$ cat src/rtl/core/gvd_pkg.sv
`default_nettype none
package gvd_pkg;

    localparam int unsigned LANES       = 4;
    localparam int unsigned VALUE_WIDTH = 32;

    typedef logic [1:0] lane_idx_t;

    typedef struct packed {
        logic [LANES-1:0][VALUE_WIDTH-1:0] values;
        lane_idx_t                         keep_m1;
        logic                              last;
        logic                              truncated;
    } gvd_rec_t;

endpackage
`default_nettype wire

$ cat src/rtl/core/gvd_front.sv
`default_nettype none
module gvd_front (
    input  wire logic              clk,
    input  wire logic              rst_n,
    input  wire logic              s_tvalid,
    output logic                   s_tready,
    input  wire logic [7:0]        s_tdata,   // data_byte[7:0]
    input  wire logic              s_tlast,   // last_byte
    input  wire logic              q_full,
    output logic                   rec_push,
    output gvd_pkg::gvd_rec_t      rec
);
    import gvd_pkg::*;

    logic                               awaiting_reg, awaiting_next;
    logic [7:0]                         selector_reg, selector_next;
    lane_idx_t                          lane_reg, lane_next;
    logic [1:0]                         pos_reg, pos_next;
    logic [LANES-1:0][VALUE_WIDTH-1:0]  values_reg, values_next;
    logic [LANES-1:0]                   nz_reg, nz_next;

    logic                               accept;
    logic [1:0]                         len_code;
    logic                               lane_end;
    logic                               group_done;
    logic [VALUE_WIDTH-1:0]             shifted;
    logic [LANES-1:0][VALUE_WIDTH-1:0]  values_cur;
    logic [LANES-1:0]                   nz_cur;
    lane_idx_t                          keep_m1;

    assign s_tready = !q_full;
    assign accept   = s_tvalid && s_tready;
    assign len_code = selector_reg[{lane_reg, 1'b0} +: 2];
    assign lane_end = (pos_reg == len_code);
    assign group_done = !awaiting_reg && lane_end && (lane_reg == lane_idx_t'(LANES - 1));
    assign shifted  = {{(VALUE_WIDTH-8){1'b0}}, s_tdata} << {pos_reg, 3'b000};

    always_comb
    begin
        for (int i = 0; i < LANES; i++)
        begin
            if (lane_reg == lane_idx_t'(i))
            begin
                values_cur[i] = values_reg[i] | shifted;
                nz_cur[i]     = nz_reg[i] | (s_tdata != 8'h00);
            end
            else
            begin
                values_cur[i] = values_reg[i];
                nz_cur[i]     = nz_reg[i];
            end
        end
    end

    // trailing zero lanes of the final group are dropped, one lane always kept
    always_comb
    begin
        if (!s_tlast || nz_cur[3])
            keep_m1 = 2'd3;
        else if (nz_cur[2])
            keep_m1 = 2'd2;
        else if (nz_cur[1])
            keep_m1 = 2'd1;
        else
            keep_m1 = 2'd0;
    end

    always_comb
    begin
        rec.values    = values_cur;
        rec.keep_m1   = keep_m1;
        rec.last      = s_tlast;
        rec.truncated = !group_done;
        rec_push      = accept && (group_done || s_tlast);
    end

    always_comb
    begin
        awaiting_next = awaiting_reg;
        selector_next = selector_reg;
        lane_next     = lane_reg;
        pos_next      = pos_reg;
        values_next   = values_reg;
        nz_next       = nz_reg;
        if (accept)
        begin
            if (awaiting_reg)
            begin
                selector_next = s_tdata;
                values_next   = '0;
                nz_next       = '0;
                lane_next     = '0;
                pos_next      = '0;
                awaiting_next = s_tlast;
            end
            else
            begin
                values_next = values_cur;
                nz_next     = nz_cur;
                if (lane_end)
                begin
                    pos_next  = '0;
                    lane_next = lane_reg + lane_idx_t'(1);
                end
                else
                begin
                    pos_next = pos_reg + 2'd1;
                end
                if (group_done || s_tlast)
                begin
                    awaiting_next = 1'b1;
                    lane_next     = '0;
                    pos_next      = '0;
                end
            end
        end
    end

    always_ff @(posedge clk or negedge rst_n)
    begin
        if (!rst_n)
        begin
            awaiting_reg <= 1'b1;
            selector_reg <= '0;
            lane_reg     <= '0;
            pos_reg      <= '0;
            values_reg   <= '0;
            nz_reg       <= '0;
        end
        else
        begin
            awaiting_reg <= awaiting_next;
            selector_reg <= selector_next;
            lane_reg     <= lane_next;
            pos_reg      <= pos_next;
            values_reg   <= values_next;
            nz_reg       <= nz_next;
        end
    end

endmodule
`default_nettype wire

$ cat src/rtl/core/gvd_queue.sv
`default_nettype none
module gvd_queue #(
    parameter int unsigned DEPTH = 4
) (
    input  wire logic              clk,
    input  wire logic              rst_n,
    input  wire logic              push,
    input  wire gvd_pkg::gvd_rec_t push_rec,
    input  wire logic              pop,
    output gvd_pkg::gvd_rec_t      head,
    output logic                   not_empty,
    output logic                   full
);
    import gvd_pkg::*;

    localparam int unsigned PW = (DEPTH > 1) ? $clog2(DEPTH) : 1;
    localparam int unsigned CW = $clog2(DEPTH + 1);

    gvd_rec_t          entry_reg [DEPTH];
    logic [PW-1:0]     wr_ptr_reg, wr_ptr_next;
    logic [PW-1:0]     rd_ptr_reg, rd_ptr_next;
    logic [CW-1:0]     count_reg, count_next;
    logic              do_push, do_pop;

    assign full      = (count_reg == CW'(DEPTH));
    assign not_empty = (count_reg != '0);
    assign head      = entry_reg[rd_ptr_reg];
    assign do_push   = push && !full;
    assign do_pop    = pop && not_empty;

    always_comb
    begin
        wr_ptr_next = wr_ptr_reg;
        rd_ptr_next = rd_ptr_reg;
        count_next  = count_reg;
        if (do_push)
            wr_ptr_next = (wr_ptr_reg == PW'(DEPTH - 1)) ? '0 : wr_ptr_reg + PW'(1);
        if (do_pop)
            rd_ptr_next = (rd_ptr_reg == PW'(DEPTH - 1)) ? '0 : rd_ptr_reg + PW'(1);
        if (do_push && !do_pop)
            count_next = count_reg + CW'(1);
        else if (do_pop && !do_push)
            count_next = count_reg - CW'(1);
    end

    always_ff @(posedge clk)
    begin
        if (do_push)
            entry_reg[wr_ptr_reg] <= push_rec;
    end

    always_ff @(posedge clk or negedge rst_n)
    begin
        if (!rst_n)
        begin
            wr_ptr_reg <= '0;
            rd_ptr_reg <= '0;
            count_reg  <= '0;
        end
        else
        begin
            wr_ptr_reg <= wr_ptr_next;
            rd_ptr_reg <= rd_ptr_next;
            count_reg  <= count_next;
        end
    end

endmodule
`default_nettype wire

$ cat src/rtl/core/gvd_back.sv
`default_nettype none
module gvd_back (
    input  wire logic              clk,
    input  wire logic              rst_n,
    input  wire logic              raw_mode,
    input  wire gvd_pkg::gvd_rec_t rec,
    input  wire logic              rec_valid,
    output logic                   rec_pop,
    output logic                   m_tvalid,
    input  wire logic              m_tready,
    output logic [31:0]            m_tdata,   // value[31:0]
    output logic                   m_tlast,   // last_value
    output logic                   m_tuser    // truncated
);
    import gvd_pkg::*;

    lane_idx_t               lane_reg, lane_next;
    logic [VALUE_WIDTH-1:0]  total_reg, total_next;
    logic                    out_valid_reg, out_valid_next;
    logic [VALUE_WIDTH-1:0]  out_value_reg, out_value_next;
    logic                    out_last_reg, out_last_next;
    logic                    out_trunc_reg, out_trunc_next;

    logic                    advance;
    logic                    final_lane;
    logic [VALUE_WIDTH-1:0]  lane_value;
    logic [VALUE_WIDTH-1:0]  result;

    assign advance    = rec_valid && (!out_valid_reg || m_tready);
    assign final_lane = (lane_reg == rec.keep_m1);
    assign lane_value = rec.values[lane_reg];
    assign result     = raw_mode ? lane_value : total_reg + lane_value;
    assign rec_pop    = advance && (rec.truncated || final_lane);

    assign m_tvalid = out_valid_reg;
    assign m_tdata  = out_value_reg;
    assign m_tlast  = out_last_reg;
    assign m_tuser  = out_trunc_reg;

    always_comb
    begin
        lane_next      = lane_reg;
        total_next     = total_reg;
        out_valid_next = out_valid_reg && !m_tready;
        out_value_next = out_value_reg;
        out_last_next  = out_last_reg;
        out_trunc_next = out_trunc_reg;
        if (advance)
        begin
            out_valid_next = 1'b1;
            if (rec.truncated)
            begin
                out_value_next = '0;
                out_last_next  = 1'b1;
                out_trunc_next = 1'b1;
                total_next     = '0;
                lane_next      = '0;
            end
            else
            begin
                out_value_next = result;
                out_last_next  = rec.last && final_lane;
                out_trunc_next = 1'b0;
                total_next     = result;
                if (final_lane)
                begin
                    lane_next = '0;
                    if (rec.last)
                        total_next = '0;
                end
                else
                begin
                    lane_next = lane_reg + lane_idx_t'(1);
                end
            end
        end
    end

    always_ff @(posedge clk)
    begin
        out_value_reg <= out_value_next;
        out_last_reg  <= out_last_next;
        out_trunc_reg <= out_trunc_next;
    end

    always_ff @(posedge clk or negedge rst_n)
    begin
        if (!rst_n)
        begin
            lane_reg      <= '0;
            total_reg     <= '0;
            out_valid_reg <= 1'b0;
        end
        else
        begin
            lane_reg      <= lane_next;
            total_reg     <= total_next;
            out_valid_reg <= out_valid_next;
        end
    end

endmodule
`default_nettype wire

$ cat src/rtl/core/group_varint_decoder.sv
// Throughput: one input byte per cycle unless the queue is full; results leave at one
// per cycle while the sink is ready, up to four a group. A group's record enters the
// queue on the edge that takes its final byte; the registered output stage loads from it.
// The back end's running-sum adder emits one queue-head lane per cycle unless stalled.
// Reset (rst_n, asynchronous, active low): awaits a selector, running total zero,
// queue empty, no output pending, raw mode off.
`default_nettype none
module group_varint_decoder #(
    parameter int unsigned QUEUE_DEPTH = 4
) (
    input  wire logic        clk,
    input  wire logic        rst_n,
    input  wire logic        cfg_wr_en,
    input  wire logic        cfg_wr_data,  // emit_raw_deltas
    input  wire logic        s_tvalid,
    output logic             s_tready,
    input  wire logic [7:0]  s_tdata,      // data_byte[7:0]
    input  wire logic        s_tlast,      // last_byte
    output logic             m_tvalid,
    input  wire logic        m_tready,
    output logic [31:0]      m_tdata,      // value[31:0]
    output logic             m_tlast,      // last_value
    output logic             m_tuser       // truncated
);
    import gvd_pkg::*;

    logic      raw_reg;
    logic      q_full;
    logic      q_not_empty;
    logic      rec_push;
    logic      rec_pop;
    gvd_rec_t  push_rec;
    gvd_rec_t  head_rec;

    always_ff @(posedge clk or negedge rst_n)
    begin
        if (!rst_n)
            raw_reg <= 1'b0;
        else if (cfg_wr_en)
            raw_reg <= cfg_wr_data;
    end

    gvd_front u_front (
        .clk      (clk),
        .rst_n    (rst_n),
        .s_tvalid (s_tvalid),
        .s_tready (s_tready),
        .s_tdata  (s_tdata),
        .s_tlast  (s_tlast),
        .q_full   (q_full),
        .rec_push (rec_push),
        .rec      (push_rec)
    );

    gvd_queue #(
        .DEPTH (QUEUE_DEPTH)
    ) u_queue (
        .clk       (clk),
        .rst_n     (rst_n),
        .push      (rec_push),
        .push_rec  (push_rec),
        .pop       (rec_pop),
        .head      (head_rec),
        .not_empty (q_not_empty),
        .full      (q_full)
    );

    gvd_back u_back (
        .clk       (clk),
        .rst_n     (rst_n),
        .raw_mode  (raw_reg),
        .rec       (head_rec),
        .rec_valid (q_not_empty),
        .rec_pop   (rec_pop),
        .m_tvalid  (m_tvalid),
        .m_tready  (m_tready),
        .m_tdata   (m_tdata),
        .m_tlast   (m_tlast),
        .m_tuser   (m_tuser)
    );

    a_no_overflow: assert property (@(posedge clk) disable iff (!rst_n)
        !(rec_push && q_full))
        else $error("record pushed into full queue");

    a_trunc_form: assert property (@(posedge clk) disable iff (!rst_n)
        m_tvalid && m_tuser |-> m_tdata == 32'd0 && m_tlast)
        else $error("truncated result not zero or not final");

    a_pop_nonempty: assert property (@(posedge clk) disable iff (!rst_n)
        rec_pop |-> q_not_empty)
        else $error("pop from empty queue");

endmodule
`default_nettype wire

$ cat config.mk
export PLATFORM = sky130hd
export DESIGN_NAME = group_varint_decoder
export DESIGN_NICKNAME = d
export VERILOG_FILES = /design/src/rtl/core/gvd_pkg.sv /design/src/rtl/core/gvd_front.sv /design/src/rtl/core/gvd_queue.sv /design/src/rtl/core/gvd_back.sv /design/src/rtl/core/group_varint_decoder.sv
export SDC_FILE = /design/constraint.sdc
export NUM_CORES = 1
export LEC_CHECK = 0
export BUFFER_PORTS_ARGS = -buffer_cell sky130_fd_sc_hd__clkbuf_2
export CORE_AREA = 3 3 360 184
export CTS_BUF_LIST = sky130_fd_sc_hd__clkbuf_2
export DETAILED_ROUTE_END_ITERATION = 7
export DIE_AREA = 0 0 363 187
export GPL_TIMING_DRIVEN = 0
export MAX_ROUTING_LAYER = met4
export PLACE_DENSITY = 0.7
export SLEW_MARGIN = 30
export SYNTH_ARGS = -nofsm -noshare
export SYNTH_HDL_FRONTEND = slang
export SYNTH_SLANG_ARGS = --single-unit
$ cat constraint.sdc
create_clock -name clk -period 5.9 [get_ports clk]
set_input_delay 1.475 -clock clk [delete_from_list [all_inputs] [get_ports clk]]
set_output_delay 1.475 -clock clk [all_outputs]
set_load 0.02 [all_outputs]
==> results of run 1 <==
## worst max-delay path, stage by stage (launching register included)
cell       delay (ns)
dfrtp_1          0.36
buf_2            0.24
clkbuf_1         0.64
clkbuf_1         0.67
mux4_2           0.42
mux4_2           0.64
ha_1             0.46
and3_4           0.27
nor4bb_4         0.34
a31oi_4          0.11
a2111oi_0        0.39
or3_1            0.21
o311ai_4         0.10
xnor2_1          0.37
nor2_1           0.11
## metal layers
| metal | up-vias | global-route usage, % | wire [µm] |
|---|---|---|---|
| met2 | 1000 | 34.2 | 35000 |
| met1 | 9645 | 37.1 | 35200 |
| met4 | 0 | 6.49 | 1570 |
| met3 | 134 | 6.93 | 9170 |
| li1 | 8127 | - | - |
| met5 | - | - | 0 |
## placed cells by master (no fill, tap or decap), drive strengths merged, types with 8 or more instances in the layout
cell type / instances
a21boi: 128
a21o: 19
a21oi: 49
a22o: 25
a31oi: 8
and2: 12
buf: 48
clkbuf: 398
clkinv: 28
dfrtp: 186
edfxtp: 562
ha: 41
inv: 23
mux2i: 9
mux4: 166
nand2: 234
nand2b: 12
nand3: 12
nor2: 66
nor3: 9
o21ai: 37
o21bai: 129
xnor2: 20
xor2: 14
## how the worst max path moves through the flow
stage                               start                       end  slack [ns]  cells past startpoint
floorplan                        s_tvalid   u_queue.entry_reg[2][0]         0.1                      4
global placement                 s_tvalid  u_queue.entry_reg[0][11]       -3.31                      5
detailed placement  u_queue.rd_ptr_reg[1]        u_back.m_tdata[31]        0.32                     14
CTS                 u_queue.rd_ptr_reg[1]        u_back.m_tdata[31]        0.30                     14
global route        u_queue.rd_ptr_reg[1]        u_back.m_tdata[31]        0.05                     14
finish              u_queue.rd_ptr_reg[1]        u_back.m_tdata[31]        0.26                     14
## cells by family (layout without fill, tap and decap cells)
logic type | Yosys count | after routing | synth area share, %
AO/OA/AOI/OAI | 430 | 430 | 9.99
XOR/XNOR | 34 | 34 | 0.941
adder cells (fa/ha/maj) | 43 | 43 | 1.75
buffers and inverters | 125 | 503 | 1.70
flip-flops | 749 | 749 | 68.1
multiplexers | 179 | 179 | 12.2
other | 0 | 6 | 0
AND/OR/NAND/NOR | 382 | 382 | 5.26
## synthesized netlist by cell type (all sizes together), types with 14 or more instances
master	count	area, µm²
a22o	25	219
nor2	66	250
a21o	19	145
nand2	234	878
dfrtp	186	4650
inv	19	71.3
ha	41	513
mux4	166	3740
a21boi	128	961
clkbuf	74	278
buf	32	189
edfxtp	562	16900
o21ai	37	189
a21oi	49	253
xor2	14	123
o21bai	129	980
xnor2	20	175
## area by class of cell
cell class / instances / share of cell area [%]
antenna: 6 / 0.0430
buffer: 106 / 1.34
clock buffer: 274 / 3.92
clock inverter: 38 / 0.648
inverter: 19 / 0.204
multi-input combinational: 1068 / 27.4
sequential: 749 / 61.7
tap: 837 / 3.00
timing repair buffer: 66 / 1.79
## power groups by stage
stage / logic, mW / clock network (mW) / registers [mW]
after global routing: 7.14 / 3.72 / 6.74
after global placement: 6.43 / 0 / 6.88
final: 6.65 / 3.36 / 6.68
after CTS: 6.60 / 3.42 / 6.68
after detailed placement: 6.58 / 0 / 6.80
after floorplan: 4.36 / 0 / 6.89
## metrics by stage
| step | power (mW) | instances | setup slack [ns] | setup TNS, ns | utilization [%] |
|---|---|---|---|---|---|
| 2_1_floorplan | 11.2 | 1942 | 0.0951 | 0 | - |
| 3_3_place_gp | 13.3 | 2829 | -3.31 | -1811.02 | 52.3 |
| 3_5_place_dp | 13.4 | 2845 | 0.316 | 0 | 52.9 |
| 4_1_cts | 16.7 | 3157 | 0.305 | 0 | 55.4 |
| 5_1_grt | 17.6 | 3163 | 0.0480 | 0 | 55.4 |
| 6_report | 16.7 | 3163 | 0.261 | 0 | 55.4 |
==> key figures, run 1 <==
Route
  • Post-Route WL: between 80 and 90 mm
  • Via Count: 18900
  • Vias per cell: roughly 6.0
  • Routed Antenna Nets: 0
  • Drt first pass iters: 7
  • Routed wire length per instance: 25.6 µm
  • Initial DRC Count: about 2500
  • Residual DRC: 0

Pwr
  • Leakage power: roughly 13 nW
  • Seq pwr share: 40.1%
  • Int Power: between 10 and 15 mW
  • Clock Power Share: 20.1%
  • Max VDD drop: just over 0.0002 V
  • Sw Share: a little under two fifths
  • Comb pwr share: 39.8%
  • P per Cell Area: between 400 and 500 mW/mm²
  • Net switching power: about 6.4 mW

Yosys
  • Synth cell types: between 70 and 80
  • Post-synth EDFFs: 562
  • Mapped cell area: 0.0316 mm²
  • Sequential fraction of the synthesis area: 68.1%
  • Mean Syn Cell Area: approximately 16 µm²
  • Synth Flop Type: edfxtp_1
  • Ys Warns: 0
  • Syn nets: 2000
  • #FFs+latches synth: about 750
  • Syn Inst Count: 1942
  • Ys async rst share: about 25%

Setup path
  • Arrival @ worst endpoint: 6.57 ns
  • R2r setup slk: between 0.2 and 0.3 ns
  • Worst EP required: 6.83 ns
  • Reg-to-Reg Start: u_queue.rd_ptr_reg[1]
  • Crit end category: flop
  • Worst reg-to-reg path cell count: 14
  • Crit start category: flop
  • R2r endpoint: u_back.m_tdata[31]
  • Critical path class: flop to flop
  • Critical-path maximum fanout: 10

Finish
  • Fin area: between 0.03 and 0.04 mm²
  • Area Growth Syn to Fin: 10.4%
  • Max reg flops: 528
  • Register Area: between 0.02 and 0.025 mm²
  • Ratio of cells with drive above 1 in the final layout: 25.0%
  • Area of the multi-input gates: 0.00956 mm²
  • # fillers: approximately 5000
  • # nets final: about 2200

GRT
  • Vias in the first global route: around 19000
  • Global-route wire length before repair: ~120 mm
  • GRT Residual Overflow: 0
  • Largest net degree at the start of global routing: 70
  • Initial antenna violation count: 11
  • Total GRT Usage: approximately 25%

Clocking
  • CTS Buf Count: 167
  • CTS hold repair buffers: 0
  • Clk_lat worst skew: about 1.3 ns
  • CTS tree: done
  • Post-CTS setup buffer count: 0
  • H-tree Lvls: 4
  • Clock sink total: ~750
  • Clock root cell: clkbuf_2
  • Clock Tree Buf Depth: 3
  • Worst-path clk slew: between 0.1 and 0.15 ns
  • Post_cts resized: 0

Floorplanning
  • Core area: roughly 0.063 mm²
  • Rows: 65
  • Initial core utilization: 50.2%
  • Die X-Extent: 363 µm
  • Die ar.: ~0.068 mm²
  • I/O pin count: 51
  • Die H: ~190 µm

Placed design
  • Placed wire-length estimate: 56.0 mm
  • Final GP Congestion: ~0.9
  • IO Port Bufs: 50
  • Post-DP Area: between 0.03 and 0.04 mm²

STA
  • Slew @ Worst Pin: around 0.98 ns
  • Slew margin rel.: between 30% and 40%
  • Fin. Hold Viols: 0
  • RSZ-0062 raised after global routing: false
  • Fmax: between 0.15 and 0.2 GHz
  • Max-slew violations: 0
  • Fin crit share: 95.6%
  • Skew final: roughly 0.12 ns
  • Hold slack final: around 0.22 ns
  • Minimum clock period: 5.64 ns
  • Final Setup Violations: 0

Worst hold path
  • Hold/Removal Path Class: input port to async pin

Outcome
  • Status: completed

Run
  • Max-cap violations: 0
Note: power is estimated with default switching activity, not from simulation.
==> run 2, diff against run 1 <==
- CORE_AREA: 3 3 360 184 -> 2 2 359 183
- DIE_AREA: 0 0 363 187 -> 0 0 361 185
==> run 2 against run 1 <==
Effect of this change:
- largest cell class unchanged
- non-clock buffer count is 1 higher
- cell count is essentially flat
- routed wire length up 6.4%
- first-iteration DRC count rose by 14%
==> key figures, run 2 (synthesized netlist as in run 1, its figures left out) <==
Outcome
  • Status: completed (unchanged)

Placed design
  • # placed instances: 2859 (was 2845)
  • Post-DP Area: 0.0334 mm² (was 0.0333 mm²)
  • Placed wire-length estimate: 59.7 mm (was 56.0 mm)
  • Final GP Congestion: 0.949 (was 0.902)
  • IO Port Bufs: 50 (unchanged)

GRT
  • Total GRT Usage: 27.2% (was 25.0%)
  • GRT Residual Overflow: 0 (unchanged)
  • Initial antenna violation count: 5 (was 11)
  • Largest net degree at the start of global routing: 77 (was 70)
  • Vias in the first global route: 18600 (was 18700)
  • Global-route wire length before repair: 125 mm (was 121 mm)

Floorplanning
  • I/O pin count: 51 (unchanged)
  • Rows: 66 (was 65)
  • Initial core utilization: 49.4% (was 50.2%)
  • Die H: 185 µm (was 187 µm)
  • Die ar.: 0.0668 mm² (was 0.0679 mm²)
  • Die X-Extent: 361 µm (was 363 µm)
  • Core area: 0.0640 mm² (was 0.0630 mm²)

STA
  • Slew @ Worst Pin: 0.984 ns (was 0.978 ns)
  • Hold slack final: 0.152 ns (was 0.224 ns)
  • Final Setup Violations: 0 (unchanged)
  • Max-slew violations: 0 (unchanged)
  • Fin. Hold Viols: 0 (unchanged)
  • Minimum clock period: 5.53 ns (was 5.64 ns)
  • Slew margin rel.: 34.4% (was 34.7%)
  • RSZ-0062 raised after global routing: false (unchanged)
  • Fmax: 0.181 GHz (was 0.177 GHz)
  • Fin crit share: 93.7% (was 95.6%)
  • Skew final: 0.0987 ns (was 0.115 ns)

Clocking
  • Post-CTS setup buffer count: 0 (unchanged)
  • Clock sink total: 749 (unchanged)
  • Clock root cell: clkbuf_2 (unchanged)
  • H-tree Lvls: 4 (unchanged)
  • CTS Buf Count: 163 (was 167)
  • CTS hold repair buffers: 0 (unchanged)
  • Worst-path clk slew: 0.13 ns (about the same)
  • CTS tree: done (unchanged)
  • Clock Tree Buf Depth: 3 (unchanged)
  • Clk_lat worst skew: 1.33 ns (was 1.29 ns)
  • Post_cts resized: 0 (unchanged)

Route
  • Vias per cell: 6.04 (was 5.98)
  • Post-Route WL: 86.2 mm (was 81.0 mm)
  • Residual DRC: 0 (unchanged)
  • Routed Antenna Nets: 0 (unchanged)
  • Via Count: 19100 (was 18900)
  • Drt first pass iters: 6 (was 7)
  • Routed wire length per instance: 27.2 µm (was 25.6 µm)
  • Initial DRC Count: 2793 (was 2460)

Setup path
  • Crit path largest cell delay: 0.67 ns (about the same)
  • Crit start category: flop (unchanged)
  • Critical Path, Cell by Cell: buf_2 -> buf_2 -> buf_1 -> mux4_2 -> mux4_2 -> ha_1 -> a211oi_1 -> nor4_2 -> o41ai_2 -> nor3_1 -> nor2_1 -> o21ai_1 -> xnor2_1 -> mux2i_1 -> nor2_1 (was buf_2 -> clkbuf_1 -> clkbuf_1 -> mux4_2 -> mux4_2 -> ha_1 -> and3_4 -> nor4bb_4 -> a31oi_4 -> a2111oi_0 -> or3_1 -> o311ai_4 -> xnor2_1 -> nor2_1)
  • Critical path class: flop to flop (unchanged)
  • Crit end category: flop (unchanged)
  • Number of buffers and inverters on the critical path: 3 (unchanged)
  • Crit-path slowest cell: buf_1 (was clkbuf_1)
  • Critical-path maximum fanout: 10 (unchanged)
  • Worst EP required: 6.90 ns (was 6.83 ns)
  • Arrival @ worst endpoint: 6.53 ns (was 6.57 ns)
  • Delay-heaviest family, CP: multiplexers (was buffers and inverters)

Pwr
  • P per Cell Area: 488 mW/mm² (was 477 mW/mm²)
  • Max VDD drop: 0.000234 V (was 0.000205 V)
  • Leakage power: 12.8 nW (was 12.7 nW)

Finish
  • # nets final: 2232 (was 2235)
  • Commonest non-fill, non-tap cell in the layout: edfxtp_1 (unchanged)
  • Most frequent cells in the layout: 562 x edfxtp_1, 319 x clkbuf_2, 234 x nand2_1 (was 562 x edfxtp_1, 323 x clkbuf_2, 234 x nand2_1)
  • Post-route insts no fill: 3166 (was 3163)
  • Fin area: 0.0350 mm² (was 0.0349 mm²)
  • Max reg flops: 528 (unchanged)
  • Ratio of cells with drive above 1 in the final layout: 25.2% (was 25.0%)
  • Area Growth Syn to Fin: 10.6% (was 10.4%)
  • Core Util, Final: 54.7% (was 55.4%)

Run
  • Max-cap violations: 0 (unchanged)

Worst hold path
  • Hold/Removal Path Class: input port to async pin (unchanged)
run 2: cell count changes in the layout (fill, tap and decap cells not counted), moves of 3 or more:
cell | before | now
clkinvlp_4 | 4 | 0
clkinv_1 | 23 | 14
buf_16 | 6 | 9
clkbuf_2 | 323 | 319
run 2: layer usage:
metal	wire length [µm]	part of all wire (%)	global-route usage, %	up-vias
met2	34200	40	34.2	1100
met4	1800	2.1	8.38	0
li1	-	-	-	8104
met5	0	0	-	-
met3	11900	14	10.1	147
met1	38300	44	40.3	9762
run 2: worst paths after layout:
| check | from | endpoint | slack [ns] | depth (start not counted) |
|---|---|---|---|---|
| worst max-delay path | u_queue.rd_ptr_reg[1] | u_back.m_tdata[24] | 0.37 | 15 |
| worst min-delay path | rst_n | u_front.values_reg[5] | 0.15 | 1 |
| worst max register to register | u_queue.rd_ptr_reg[1] | u_back.m_tdata[24] | 0.37 | 15 |
| worst min register to register | u_front.selector_reg[4] | u_front.selector_reg[4] | 0.49 | 2 |
| max in group asynchronous | rst_n | u_front.values_reg[76] | 4.54 | 3 |
| min in group clk | s_tdata[2] | u_front.selector_reg[2] | 0.44 | 3 |
run 2: power by group:
group	leakage (nW)	total, mW	internal [mW]	switching [mW]
Clock	1.25	3.46	1.37	2.09
Combinational	3.71	6.94	2.54	4.39
Sequential	7.82	6.68	6.47	0.214
Total	12.8	17.1	10.4	6.70
run 2: worst register-to-register path, stage by stage, from the launching register on:
cell and delay, ns:
dfrtp_1 0.36, buf_2 0.17, buf_2 0.41, buf_1 0.69, mux4_2 0.48, mux4_2 0.58
ha_1 0.39, a211oi_1 0.44, nor4_2 0.13, o41ai_2 0.62, nor3_1 0.15, nor2_1 0.26
o21ai_1 0.14, xnor2_1 0.14, mux2i_1 0.23, nor2_1 0.09
run 2: final cells by class:
type	count	area, µm²
clock buffers	268	1340
multi-input cells	1068	9570
well taps	850	1060
fillers	5074	29000
clock inverters	32	253
plain buffers	106	470
flip-flops and latches	749	21600
repair buffers	67	667
diodes	7	17.5
inverters	19	71.3
run 2: metrics by stage:
step | TNS (ns) | power [mW] | worst slack [ns]
floorplan | 0 | 11.2 | 0.0951
global placement | -1802.38 | 13.5 | -3.28
detailed placement | 0 | 13.6 | 0.451
CTS | 0 | 17.1 | 0.447
global route | 0 | 17.9 | 0.117
finish | 0 | 17.1 | 0.373
